File: src/hw/rtl/pf_pkg.sv
`timescale 1ns / 1ps
// ----------------------------------------------------------------------------
// Playfair stream package
// Shared constants, the result beat type and small helpers for letter folding
// and 5x5 square coordinate arithmetic.
// ----------------------------------------------------------------------------
package pf_pkg;

  // Square geometry and letter coding.
  localparam int LetterW = 5;
  localparam int PosW    = 5;
  localparam int Cells   = 25;
  localparam int Letters = 26;

  localparam logic [LetterW-1:0] LetterI    = 5'd8;
  localparam logic [LetterW-1:0] LetterJ    = 5'd9;
  localparam logic [LetterW-1:0] LetterX    = 5'd23;
  localparam logic [LetterW-1:0] LetterZ    = 5'd25;
  localparam logic [LetterW-1:0] LetterLast = 5'd25;
  localparam logic [LetterW-1:0] LetterNone = 5'd26;
  localparam logic [LetterW-1:0] CellsFull  = 5'd25;
  localparam logic [PosW-1:0]    CellLast   = 5'd24;

  // Input commands.
  localparam logic [1:0] CmdKey     = 2'd0;
  localparam logic [1:0] CmdKeyDone = 2'd1;
  localparam logic [1:0] CmdText    = 2'd2;
  localparam logic [1:0] CmdEnd     = 2'd3;

  // Configuration port.
  localparam int ApbAddrW = 3;
  localparam int ApbDataW = 32;
  localparam logic [ApbAddrW-3:0] RegMode = '0;

  typedef logic [LetterW-1:0] letter_t;
  typedef logic [PosW-1:0]    pos_t;
  typedef logic [2:0]         coord_t;

  // One result beat.
  typedef struct packed {
    logic [6:0] letter;
    logic       valid;
    logic       last;
    logic       odd;
  } beat_t;

  // Folds an ASCII byte to a letter code 0..25, or LetterNone.
  function automatic letter_t fold(input logic [7:0] ch);
    letter_t res;
    res = LetterNone;
    if (ch inside {[8'h41:8'h5A]}) begin
      res = letter_t'(ch - 8'h41);
    end else if (ch inside {[8'h61:8'h7A]}) begin
      res = letter_t'(ch - 8'h61);
    end
    return res;
  endfunction

  // Row of a cell index.
  function automatic coord_t row_of(input pos_t p);
    coord_t r;
    if (p >= 5'd20) begin
      r = 3'd4;
    end else if (p >= 5'd15) begin
      r = 3'd3;
    end else if (p >= 5'd10) begin
      r = 3'd2;
    end else if (p >= 5'd5) begin
      r = 3'd1;
    end else begin
      r = 3'd0;
    end
    return r;
  endfunction

  // Cell index from row and column.
  function automatic pos_t pos_of(input coord_t r, input coord_t c);
    return pos_t'({r, 2'b00}) + pos_t'(r) + pos_t'(c);
  endfunction

  // Column of a cell index.
  function automatic coord_t col_of(input pos_t p);
    pos_t t;
    t = p - pos_of(row_of(p), 3'd0);
    return coord_t'(t);
  endfunction

  // Moves a coordinate one step right/down, or left/up for decrypt, wrapping.
  function automatic coord_t wrap_step(input coord_t x, input logic dec);
    coord_t r;
    if (dec) begin
      r = (x == 3'd0) ? 3'd4 : x - 3'd1;
    end else begin
      r = (x == 3'd4) ? 3'd0 : x + 3'd1;
    end
    return r;
  endfunction

  // Lowercase ASCII for a letter code.
  function automatic logic [6:0] to_ascii(input letter_t l);
    return 7'd97 + {2'b00, l};
  endfunction

  // Filler letter placed after the given one.
  function automatic letter_t filler_of(input letter_t l);
    return (l == LetterX) ? LetterZ : LetterX;
  endfunction

endpackage

File: src/hw/rtl/pf_ram.sv
`timescale 1ns / 1ps
// ----------------------------------------------------------------------------
// Generic RAM
// One write port and one read port with registered read data.
// ----------------------------------------------------------------------------
module pf_ram #(
  parameter int Width = 8,
  parameter int Depth = 16
) (
  input  logic                     clk,
  input  logic                     we,
  input  logic [$clog2(Depth)-1:0] waddr,
  input  logic [Width-1:0]         wdata,
  input  logic [$clog2(Depth)-1:0] raddr,
  output logic [Width-1:0]         rdata
);

  logic [Width-1:0] mem [Depth];

  // Read data registered; a read of the entry being written returns the old
  // contents.
  always_ff @(posedge clk) begin
    if (we) begin
      mem[waddr] <= wdata;
    end
    rdata <= mem[raddr];
  end

endmodule

File: src/hw/rtl/pf_cfg.sv
`timescale 1ns / 1ps
// ----------------------------------------------------------------------------
// Playfair configuration registers
// APB-style register port holding the mode bit.
// ----------------------------------------------------------------------------
module pf_cfg (
  input  logic                         clk,
  input  logic                         rst,
  input  logic                         psel,
  input  logic                         penable,
  input  logic                         pwrite,
  input  logic [pf_pkg::ApbAddrW-1:0]  paddr,
  input  logic [pf_pkg::ApbDataW-1:0]  pwdata,
  output logic [pf_pkg::ApbDataW-1:0]  prdata,
  output logic                         pready,
  output logic                         mode
);
  import pf_pkg::*;

  logic hit;
  logic wr;

  // Word decode; low byte-lane bits are ignored.
  assign hit    = (paddr[ApbAddrW-1:2] == RegMode);
  assign wr     = psel & penable & pwrite & pready;
  assign pready = 1'b1;
  assign prdata = hit ? {{(ApbDataW-1){1'b0}}, mode} : '0;

  // Mode register.
  always_ff @(posedge clk) begin
    if (rst) begin
      mode <= 1'b0;
    end else if (wr && hit) begin
      mode <= pwdata[0];
    end
  end

endmodule

File: src/hw/rtl/pf_outq.sv
`timescale 1ns / 1ps
// ----------------------------------------------------------------------------
// Playfair result queue
// Two-entry queue that holds result beats until the receiver takes them.
// ----------------------------------------------------------------------------
module pf_outq (
  input  logic            clk,
  input  logic            rst,
  input  logic [1:0]      push_n,
  input  pf_pkg::beat_t   push0,
  input  pf_pkg::beat_t   push1,
  output logic [1:0]      free,
  output logic            out_valid,
  input  logic            out_ready,
  output pf_pkg::beat_t   head
);
  import pf_pkg::*;

  beat_t      q0;
  beat_t      q1;
  logic [1:0] cnt;
  beat_t      q0_next;
  beat_t      q1_next;
  logic [1:0] cnt_next;
  logic       pop;

  assign out_valid = (cnt != 2'd0);
  assign head      = q0;
  assign free      = 2'd2 - cnt;
  assign pop       = out_valid & out_ready;

  // Pop shifts the queue, then pushes append behind what is left.
  always_comb begin
    q0_next  = q0;
    q1_next  = q1;
    cnt_next = cnt;
    if (pop) begin
      q0_next  = q1;
      cnt_next = cnt_next - 2'd1;
    end
    if (push_n != 2'd0) begin
      if (cnt_next == 2'd0) begin
        q0_next = push0;
      end else begin
        q1_next = push0;
      end
      cnt_next = cnt_next + 2'd1;
    end
    if (push_n == 2'd2) begin
      q1_next  = push1;
      cnt_next = cnt_next + 2'd1;
    end
  end

  // Payload needs no reset; the count does.
  always_ff @(posedge clk) begin
    q0 <= q0_next;
    q1 <= q1_next;
    if (rst) begin
      cnt <= 2'd0;
    end else begin
      cnt <= cnt_next;
    end
  end

endmodule

File: src/hw/rtl/playfair_cipher_stream.sv
`timescale 1ns / 1ps
// ----------------------------------------------------------------------------
// Playfair cipher stream
// Builds a 5x5 key square in RAM and encrypts or decrypts a letter stream.
// ----------------------------------------------------------------------------
// Usage:
// Commands enter on the in_valid/in_ready channel (cmd, in_char): key byte,
// key complete, text byte, end of message. Results leave on out_valid/
// out_ready as beats of out_letter, letter_valid, last and odd_error.
// The mode bit (0 encrypt, 1 decrypt) sits at APB address 0; the user must
// write it only while the block is idle, which the block does not enforce.
// A key byte or a dropped byte is taken while idle. Key complete walks the
// alphabet into the square RAM, reads the square back to write the letter
// map, then marks the key ready. A text byte that closes a pair passes two
// map reads and two square reads through the single read ports of the two
// RAMs, then the hand-off to the result queue. End of message emits either a
// padded final pair or a single marker beat.
// Reset clears the key, the pending letter and the queue; the square and the
// map hold nothing useful until the next key complete.
// A two-beat result queue decouples the receiver: the block keeps taking
// items while beats wait, and beyond an item's own cycles holds in_ready low
// only when a finished item finds too little room in the queue.
// ----------------------------------------------------------------------------
module playfair_cipher_stream (
  input  logic                         clk,
  input  logic                         rst,
  // Command channel.
  input  logic                         in_valid,
  output logic                         in_ready,
  input  logic [1:0]                   cmd,
  input  logic [7:0]                   in_char,
  // Result channel.
  output logic                         out_valid,
  input  logic                         out_ready,
  output logic [6:0]                   out_letter,
  output logic                         letter_valid,
  output logic                         last,
  output logic                         odd_error,
  // Configuration port.
  input  logic                         psel,
  input  logic                         penable,
  input  logic                         pwrite,
  input  logic [pf_pkg::ApbAddrW-1:0]  paddr,
  input  logic [pf_pkg::ApbDataW-1:0]  pwdata,
  output logic [pf_pkg::ApbDataW-1:0]  prdata,
  output logic                         pready
);
  import pf_pkg::*;

  localparam logic [3:0] S_IDLE   = 4'd0;
  localparam logic [3:0] S_FILL   = 4'd1;
  localparam logic [3:0] S_MAP    = 4'd2;
  localparam logic [3:0] S_MAPEND = 4'd3;
  localparam logic [3:0] S_LPA    = 4'd4;
  localparam logic [3:0] S_LPB    = 4'd5;
  localparam logic [3:0] S_SQA    = 4'd6;
  localparam logic [3:0] S_SQB    = 4'd7;
  localparam logic [3:0] S_FIN    = 4'd8;
  localparam logic [3:0] S_EMIT   = 4'd9;

  logic [3:0]   state;
  logic         mode;
  logic [25:0]  used;
  letter_t      key_len;
  logic         key_ready;
  letter_t      pend_letter;
  logic         pend_valid;
  letter_t      cnt;
  logic         map_wr;
  pos_t         map_cell;
  letter_t      let_a;
  letter_t      let_b;
  logic         dec;
  logic         last_flag;
  pos_t         pa;
  pos_t         ob_pos;
  letter_t      la;
  beat_t        res0;
  beat_t        res1;
  logic [1:0]   res_n;

  // RAM ports.
  logic         sq_we;
  pos_t         sq_waddr;
  letter_t      sq_wdata;
  pos_t         sq_raddr;
  letter_t      sq_rdata;
  letter_t      lp_raddr;
  pos_t         lp_rdata;

  // Queue ports.
  logic [1:0]   push_n;
  logic [1:0]   free;
  beat_t        head;

  // Decode of the incoming byte and the key bookkeeping.
  logic         accept;
  letter_t      c;
  letter_t      tc;
  logic [25:0]  used_base;
  letter_t      len_base;
  logic         key_add;
  logic         fill_add;
  coord_t       ra, ca, rb, cb;
  pos_t         oa_pos;
  pos_t         ob_pos_calc;

  assign in_ready = (state == S_IDLE);
  assign accept   = in_valid & in_ready;
  assign c        = fold(in_char);
  assign tc       = (c == LetterJ) ? LetterI : c;

  assign used_base = key_ready ? '0 : used;
  assign len_base  = key_ready ? '0 : key_len;
  assign key_add   = (c != LetterNone) && (c != LetterJ) && !used_base[c] &&
                     (len_base < CellsFull);
  assign fill_add  = (cnt != LetterJ) && !used[cnt] && (key_len < CellsFull);

  // Pair transform: row, column or rectangle rule.
  always_comb begin
    ra = row_of(pa);
    ca = col_of(pa);
    rb = row_of(lp_rdata);
    cb = col_of(lp_rdata);
    if (ra == rb) begin
      oa_pos      = pos_of(ra, wrap_step(ca, dec));
      ob_pos_calc = pos_of(rb, wrap_step(cb, dec));
    end else if (ca == cb) begin
      oa_pos      = pos_of(wrap_step(ra, dec), ca);
      ob_pos_calc = pos_of(wrap_step(rb, dec), cb);
    end else begin
      oa_pos      = pos_of(ra, cb);
      ob_pos_calc = pos_of(rb, ca);
    end
  end

  // Square RAM port selection.
  always_comb begin
    sq_we    = 1'b0;
    sq_waddr = len_base;
    sq_wdata = c;
    sq_raddr = '0;
    case (state)
      S_IDLE: begin
        sq_we = accept && (cmd == CmdKey) && key_add;
      end
      S_FILL: begin
        sq_we    = fill_add;
        sq_waddr = key_len;
        sq_wdata = cnt;
      end
      S_MAP: begin
        sq_raddr = cnt;
      end
      S_SQA: begin
        sq_raddr = oa_pos;
      end
      S_SQB: begin
        sq_raddr = ob_pos;
      end
      default: begin
        sq_we = 1'b0;
      end
    endcase
  end

  // Letter map read address.
  assign lp_raddr = (state == S_LPB) ? let_b : let_a;

  // Queue push.
  assign push_n = ((state == S_EMIT) && (free >= res_n)) ? res_n : 2'd0;

  // Control sequencer.
  always_ff @(posedge clk) begin
    map_wr   <= (state == S_MAP);
    map_cell <= cnt;
    if (rst) begin
      state       <= S_IDLE;
      used        <= '0;
      key_len     <= '0;
      key_ready   <= 1'b0;
      pend_letter <= '0;
      pend_valid  <= 1'b0;
      cnt         <= '0;
    end else begin
      case (state)
        S_IDLE: begin
          if (accept) begin
            case (cmd)
              CmdKey: begin
                key_ready <= 1'b0;
                used      <= used_base | (key_add ? (26'd1 << c) : 26'd0);
                key_len   <= len_base + (key_add ? 5'd1 : 5'd0);
              end
              CmdKeyDone: begin
                pend_valid  <= 1'b0;
                pend_letter <= '0;
                cnt         <= '0;
                state       <= S_FILL;
              end
              CmdText: begin
                if (key_ready && (c != LetterNone)) begin
                  if (!pend_valid) begin
                    pend_letter <= tc;
                    pend_valid  <= 1'b1;
                  end else begin
                    dec       <= mode;
                    last_flag <= 1'b0;
                    let_a     <= pend_letter;
                    state     <= S_LPA;
                    if (!mode && (tc == pend_letter)) begin
                      let_b <= filler_of(pend_letter);
                    end else begin
                      let_b       <= tc;
                      pend_valid  <= 1'b0;
                      pend_letter <= '0;
                    end
                  end
                end
              end
              default: begin
                // End of message.
                pend_valid  <= 1'b0;
                pend_letter <= '0;
                if (pend_valid && key_ready && !mode) begin
                  dec       <= 1'b0;
                  last_flag <= 1'b1;
                  let_a     <= pend_letter;
                  let_b     <= filler_of(pend_letter);
                  state     <= S_LPA;
                end else begin
                  res0  <= '{letter: 7'd0, valid: 1'b0, last: 1'b1,
                             odd: pend_valid & mode};
                  res_n <= 2'd1;
                  state <= S_EMIT;
                end
              end
            endcase
          end
        end
        S_FILL: begin
          if (fill_add) begin
            used    <= used | (26'd1 << cnt);
            key_len <= key_len + 5'd1;
          end
          if (cnt == LetterLast) begin
            cnt   <= '0;
            state <= S_MAP;
          end else begin
            cnt <= cnt + 5'd1;
          end
        end
        S_MAP: begin
          if (cnt == CellLast) begin
            state <= S_MAPEND;
          end else begin
            cnt <= cnt + 5'd1;
          end
        end
        S_MAPEND: begin
          key_ready <= 1'b1;
          state     <= S_IDLE;
        end
        S_LPA: begin
          state <= S_LPB;
        end
        S_LPB: begin
          pa    <= lp_rdata;
          state <= S_SQA;
        end
        S_SQA: begin
          ob_pos <= ob_pos_calc;
          state  <= S_SQB;
        end
        S_SQB: begin
          la    <= sq_rdata;
          state <= S_FIN;
        end
        S_FIN: begin
          res0  <= '{letter: to_ascii(la), valid: 1'b1, last: 1'b0, odd: 1'b0};
          res1  <= '{letter: to_ascii(sq_rdata), valid: 1'b1, last: last_flag,
                     odd: 1'b0};
          res_n <= 2'd2;
          state <= S_EMIT;
        end
        S_EMIT: begin
          if (free >= res_n) begin
            state <= S_IDLE;
          end
        end
        default: begin
          state <= S_IDLE;
        end
      endcase
    end
  end

  // Key square: cell index to letter.
  pf_ram #(
    .Width (LetterW),
    .Depth (Cells)
  ) u_square (
    .clk   (clk),
    .we    (sq_we),
    .waddr (sq_waddr),
    .wdata (sq_wdata),
    .raddr (sq_raddr),
    .rdata (sq_rdata)
  );

  // Letter map: letter to cell index, written from square read-back.
  pf_ram #(
    .Width (PosW),
    .Depth (Letters)
  ) u_letter_pos (
    .clk   (clk),
    .we    (map_wr),
    .waddr (sq_rdata),
    .wdata (map_cell),
    .raddr (lp_raddr),
    .rdata (lp_rdata)
  );

  // Configuration registers.
  pf_cfg u_cfg (
    .clk     (clk),
    .rst     (rst),
    .psel    (psel),
    .penable (penable),
    .pwrite  (pwrite),
    .paddr   (paddr),
    .pwdata  (pwdata),
    .prdata  (prdata),
    .pready  (pready),
    .mode    (mode)
  );

  // Result queue.
  pf_outq u_outq (
    .clk       (clk),
    .rst       (rst),
    .push_n    (push_n),
    .push0     (res0),
    .push1     (res1),
    .free      (free),
    .out_valid (out_valid),
    .out_ready (out_ready),
    .head      (head)
  );

  assign out_letter   = head.letter;
  assign letter_valid = head.valid;
  assign last         = head.last;
  assign odd_error    = head.odd;

endmodule
File: config.mk
export PLATFORM = sky130hd
export DESIGN_NAME = playfair_cipher_stream
export DESIGN_NICKNAME = d
export VERILOG_FILES = /design/src/hw/rtl/pf_pkg.sv /design/src/hw/rtl/pf_ram.sv /design/src/hw/rtl/pf_cfg.sv /design/src/hw/rtl/pf_outq.sv /design/src/hw/rtl/playfair_cipher_stream.sv
export SDC_FILE = /design/constraint.sdc
export NUM_CORES = 1
export LEC_CHECK = 0
export BUFFER_PORTS_ARGS = -buffer_cell sky130_fd_sc_hd__buf_4
export CELL_PAD_IN_SITES_DETAIL_PLACEMENT = 1
export CELL_PAD_IN_SITES_GLOBAL_PLACEMENT = 2
export CORE_ASPECT_RATIO = 0.5
export CORE_MARGIN = 4
export CORE_UTILIZATION = 39
export CTS_CLUSTER_DIAMETER = 100
export DETAILED_ROUTE_END_ITERATION = 6
export PLACE_DENSITY_LB_ADDON = 0.1
export SLEW_MARGIN = 20
export SYNTH_ARGS = -nofsm -noshare
export SYNTH_HDL_FRONTEND = slang
export SYNTH_SLANG_ARGS = --single-unit
export TNS_END_PERCENT = 100
File: constraint.sdc
create_clock -name clk -period 4.5 [get_ports clk]
set_input_delay 0.45 -clock clk [delete_from_list [all_inputs] [get_ports clk]]
set_output_delay 0.45 -clock clk [all_outputs]
set_load 0.02 [all_outputs]
==> results.yml <==
critical_path:
  crit_type: "reg -> reg"
  setup.worst_path.end_class: "flip-flop"
  start_kind: "flip-flop"
  crit_required_ns: 4.91
  cp.arrival_ns: 5.05
  path_max_fanout: 37
floorplan:
  die_height_um: 165
  ios: 97
  core_mm2: 0.0485
  start_util_pct: 39.4
  row_count: 57
  die_area_mm2: 0.0528
  die_x_um: 321
cells_and_area:
  fin_area_mm2: 0.0227
  n_antenna_cell: 0
  drive_gt1_share_pct: 23.2
  register_area_mm2: 0.0109
  multi_input_area_mm2: 0.00805
  fillers: 4992
  area_delta_synth_final_pct: 18.9
  num-nets-final: 1823
synth:
  yosys.area_share.simple_pct: 10.7
  synthMuxAreaShare_pct: 11.0
  synth_edf_count: 312
  synthesis.area_mm2: 0.0191
  ys_seq_elements: 388
  synth_compound_area_share_pct: 10.1
  ys_seq_area_share_pct: 57.0
  synthArstFlopShare_pct: 0
  yosysWarnings: 0
  avgSynthCellArea_um2: 12.3
  netlist_instances: 1557
  synth_fa_ha_area_share_pct: 4.90
  yosys_most_used_dff: "edfxtp_1"
  synth_xor_area_share_pct: 2.01
  synth_top_family_by_area: "multiplexers"
  netlist-cell-type-count: 81
route:
  drt-total-wl_um: 54500
  dr.pass1.iters: 4
  first_iter_violations: 905
  wl_per_cell_um: 22.9
  route.detailed.drc: 0
  postRouteAntennaNets: 0
  viasPerCell: 5.43
  via_count: 12928
global_route:
  grt_pass1_wl_um: 83300
  grt_usage_pct: 20.7
  grt_pass1_vias: 13666
  grt_start_max_net_pins: 57
  grt_overflow: 0
  antenna_found_initial: 0
clock_tree:
  cts.sinks: 388
  clkTransAtPathRegs_ns: 0.07
  cts.htree.levels: 2
  worstSkewPairLatency_ns: 0.55
  cts_buffer_depth: 3
  cts_buffers: 38
  cts_root_buf: "clkbuf_16"
  holdBufCountCts: 0
  cts_tree: "yes"
placement:
  placed_cell_area_mm2: 0.0208
  place_congestion: 0.867
  dp_hpwl_um: 38100
  numPortBuffers: 31
  post-place-ws_ns: -0.360
min_path:
  hold_path.class: "in -> reg"
timing:
  setup_viol: 5
  max_freq_mhz: 216
  drv_slew: 0
  tns_ns: -0.509
  setup_ws_ns: -0.132
  rsz0062_at_grt: "yes"
  hold_violations: 0
  clock_skew_ns: 0.0220
  min_period_ns: 4.63
  tightestPinTransition_ns: 1.04
  hold_slack_ns: 0.164
  maxSlewHeadroom_pct: 30.4
  finalCritPeriodShare_pct: 103
power_and_ir_drop:
  powerDensity_mw_per_mm2: 431
  totalPowerFinal_mw: 9.79
  vdd_drop_max_mv: 0.306
  p_leak_nw: 8.15
flow_run:
  drv_cap: 0
outcome:
  violations: "negative setup slack"
  outcome: "finished, violations left"
-- worst max-delay path, stage by stage, from the launching register on --
cell and delay (ns):
edfxtp_1 0.41, maj3_2 0.34, a221oi_4 0.31, inv_2 0.08, buf_4 0.14, buf_4 0.12
buf_4 0.12, buf_4 0.12, buf_4 0.12, buf_4 0.12, buf_4 0.12, buf_4 0.12
buf_4 0.12, buf_4 0.12, buf_4 0.16, a31oi_1 0.23, and2_2 0.31, a31oi_1 0.19
o21ai_4 0.12, buf_12 0.27, mux2i_1 0.32, a22oi_2 0.14, a31oi_2 0.25, a22oi_2 0.08
-- cells in the mapped netlist (all sizes together), types with 53 or more instances --
library cell / instances / area (µm²)
o21ai: 55 / 298
nor2: 122 / 458
a21oi: 85 / 425
buf: 53 / 388
inv: 57 / 214
nor3: 63 / 325
ha: 58 / 726
dfxtp: 76 / 1520
nand2: 128 / 480
mux2i: 105 / 1050
edfxtp: 312 / 9370
clkbuf: 53 / 200
-- state kept, by name, summed over array words and instances (netlist names), 8 cells and up --
signal	flops
res0	10
res1	8
u_letter_pos.mem	130
u_outq.q1	10
u_square.mem	125
used	26
u_outq.head	10
-- worst paths after layout --
check        cells after the start                        end  slack [ns]           startpoint
max                             23  u_square.rdata[0]$_DFF_P_       -0.13      pa[1]$_DFFE_PP_
max reg2reg                     23  u_square.rdata[0]$_DFF_P_       -0.13      pa[1]$_DFFE_PP_
min reg2reg                      0          res1[1]$_DFFE_PP_        0.43  last_flag$_DFFE_PP_
min                              3    u_cfg.mode$_SDFFE_PP0P_        0.16            pwdata[0]
-- final cells by class --
type,count,share of cell area (%)
clock buffer,44,4.42
clock inverter,24,1.21
inverter,58,0.958
multi-input combinational,1035,35.4
sequential,388,47.9
tap,649,3.57
timing repair buffer,182,6.48
-- layer usage --
layer	part of all wire [%]	vias up	track usage [%]
met3	3.6	67	3.40
met4	1.9	0	4.55
li1	-	6071	-
met2	46	202	34.0
met5	0	-	0
met1	48	6588	29.0
-- cells by family (layout without fill, tap and decap cells) --
group	after synthesis	after routing
simple gates	439	439
flops	388	388
compound gates	291	291
buf+inv	164	308
mux	162	162
fa+ha+maj	69	69
xor+xnor	42	42
other cells	2	32
-- report_power, final --
group	leakage (nW)	switching (mW)	internal, mW
logic	3.88	1.24	0.733
clock network	0.623	1.41	1.91
registers	3.65	0.293	4.21
-- repair_timing --
item / in CTS / in global routing
gates resized for setup: 65 / 33
gates cloned: 2 / 0
hold endpoints to repair: 0 / 0
pin swaps: 37 / 19
setup endpoints to repair: 6 / 9
setup buffers: 18 / 7
-- cell usage in the layout, fill, tap and decap left out, types with 6 or more instances in the layout --
| master | Yosys | layout |
|---|---|---|
| o22ai_1 | 10 | 7 |
| xor2_1 | 24 | 23 |
| nand4_1 | 6 | 6 |
| nor3_1 | 61 | 59 |
| inv_1 | 56 | 50 |
| a221oi_1 | 22 | 15 |
| edfxtp_1 | 312 | 312 |
| xnor2_1 | 17 | 17 |
| a22oi_1 | 34 | 21 |
| clkinv_1 | 1 | 9 |
| mux4_2 | 37 | 37 |
| buf_6 | 4 | 10 |
| nor2b_1 | 20 | 19 |
| fa_1 | 10 | 8 |
| nand2_1 | 128 | 126 |
| o21ai_0 | 49 | 44 |
| nor2_1 | 122 | 115 |
| ha_1 | 58 | 51 |
| dfxtp_1 | 76 | 74 |
| conb_1 | 2 | 32 |
| mux2i_1 | 105 | 98 |
| and3_1 | 8 | 8 |
| inv_2 | 1 | 7 |
| nand2b_1 | 20 | 19 |
| a31oi_1 | 10 | 7 |
| a21oi_1 | 85 | 76 |
| a21oi_2 | 0 | 8 |
| nand3_1 | 36 | 36 |
| mux2_2 | 19 | 18 |
| o211ai_1 | 12 | 12 |
| buf_4 | 36 | 167 |
| a21o_1 | 8 | 8 |
| a22oi_2 | 0 | 13 |
| and2_1 | 11 | 10 |
| clkbuf_16 | 0 | 39 |
-- through the flow --
step | utilization (%) | std cells
CTS | 46.4 | 2374
detailed placement | 42.9 | 2286
floorplan | - | 1587
finish | 46.9 | 2380
global route | 46.9 | 2380
global placement | 42.9 | 2286
(Power assumes the default switching activity.)
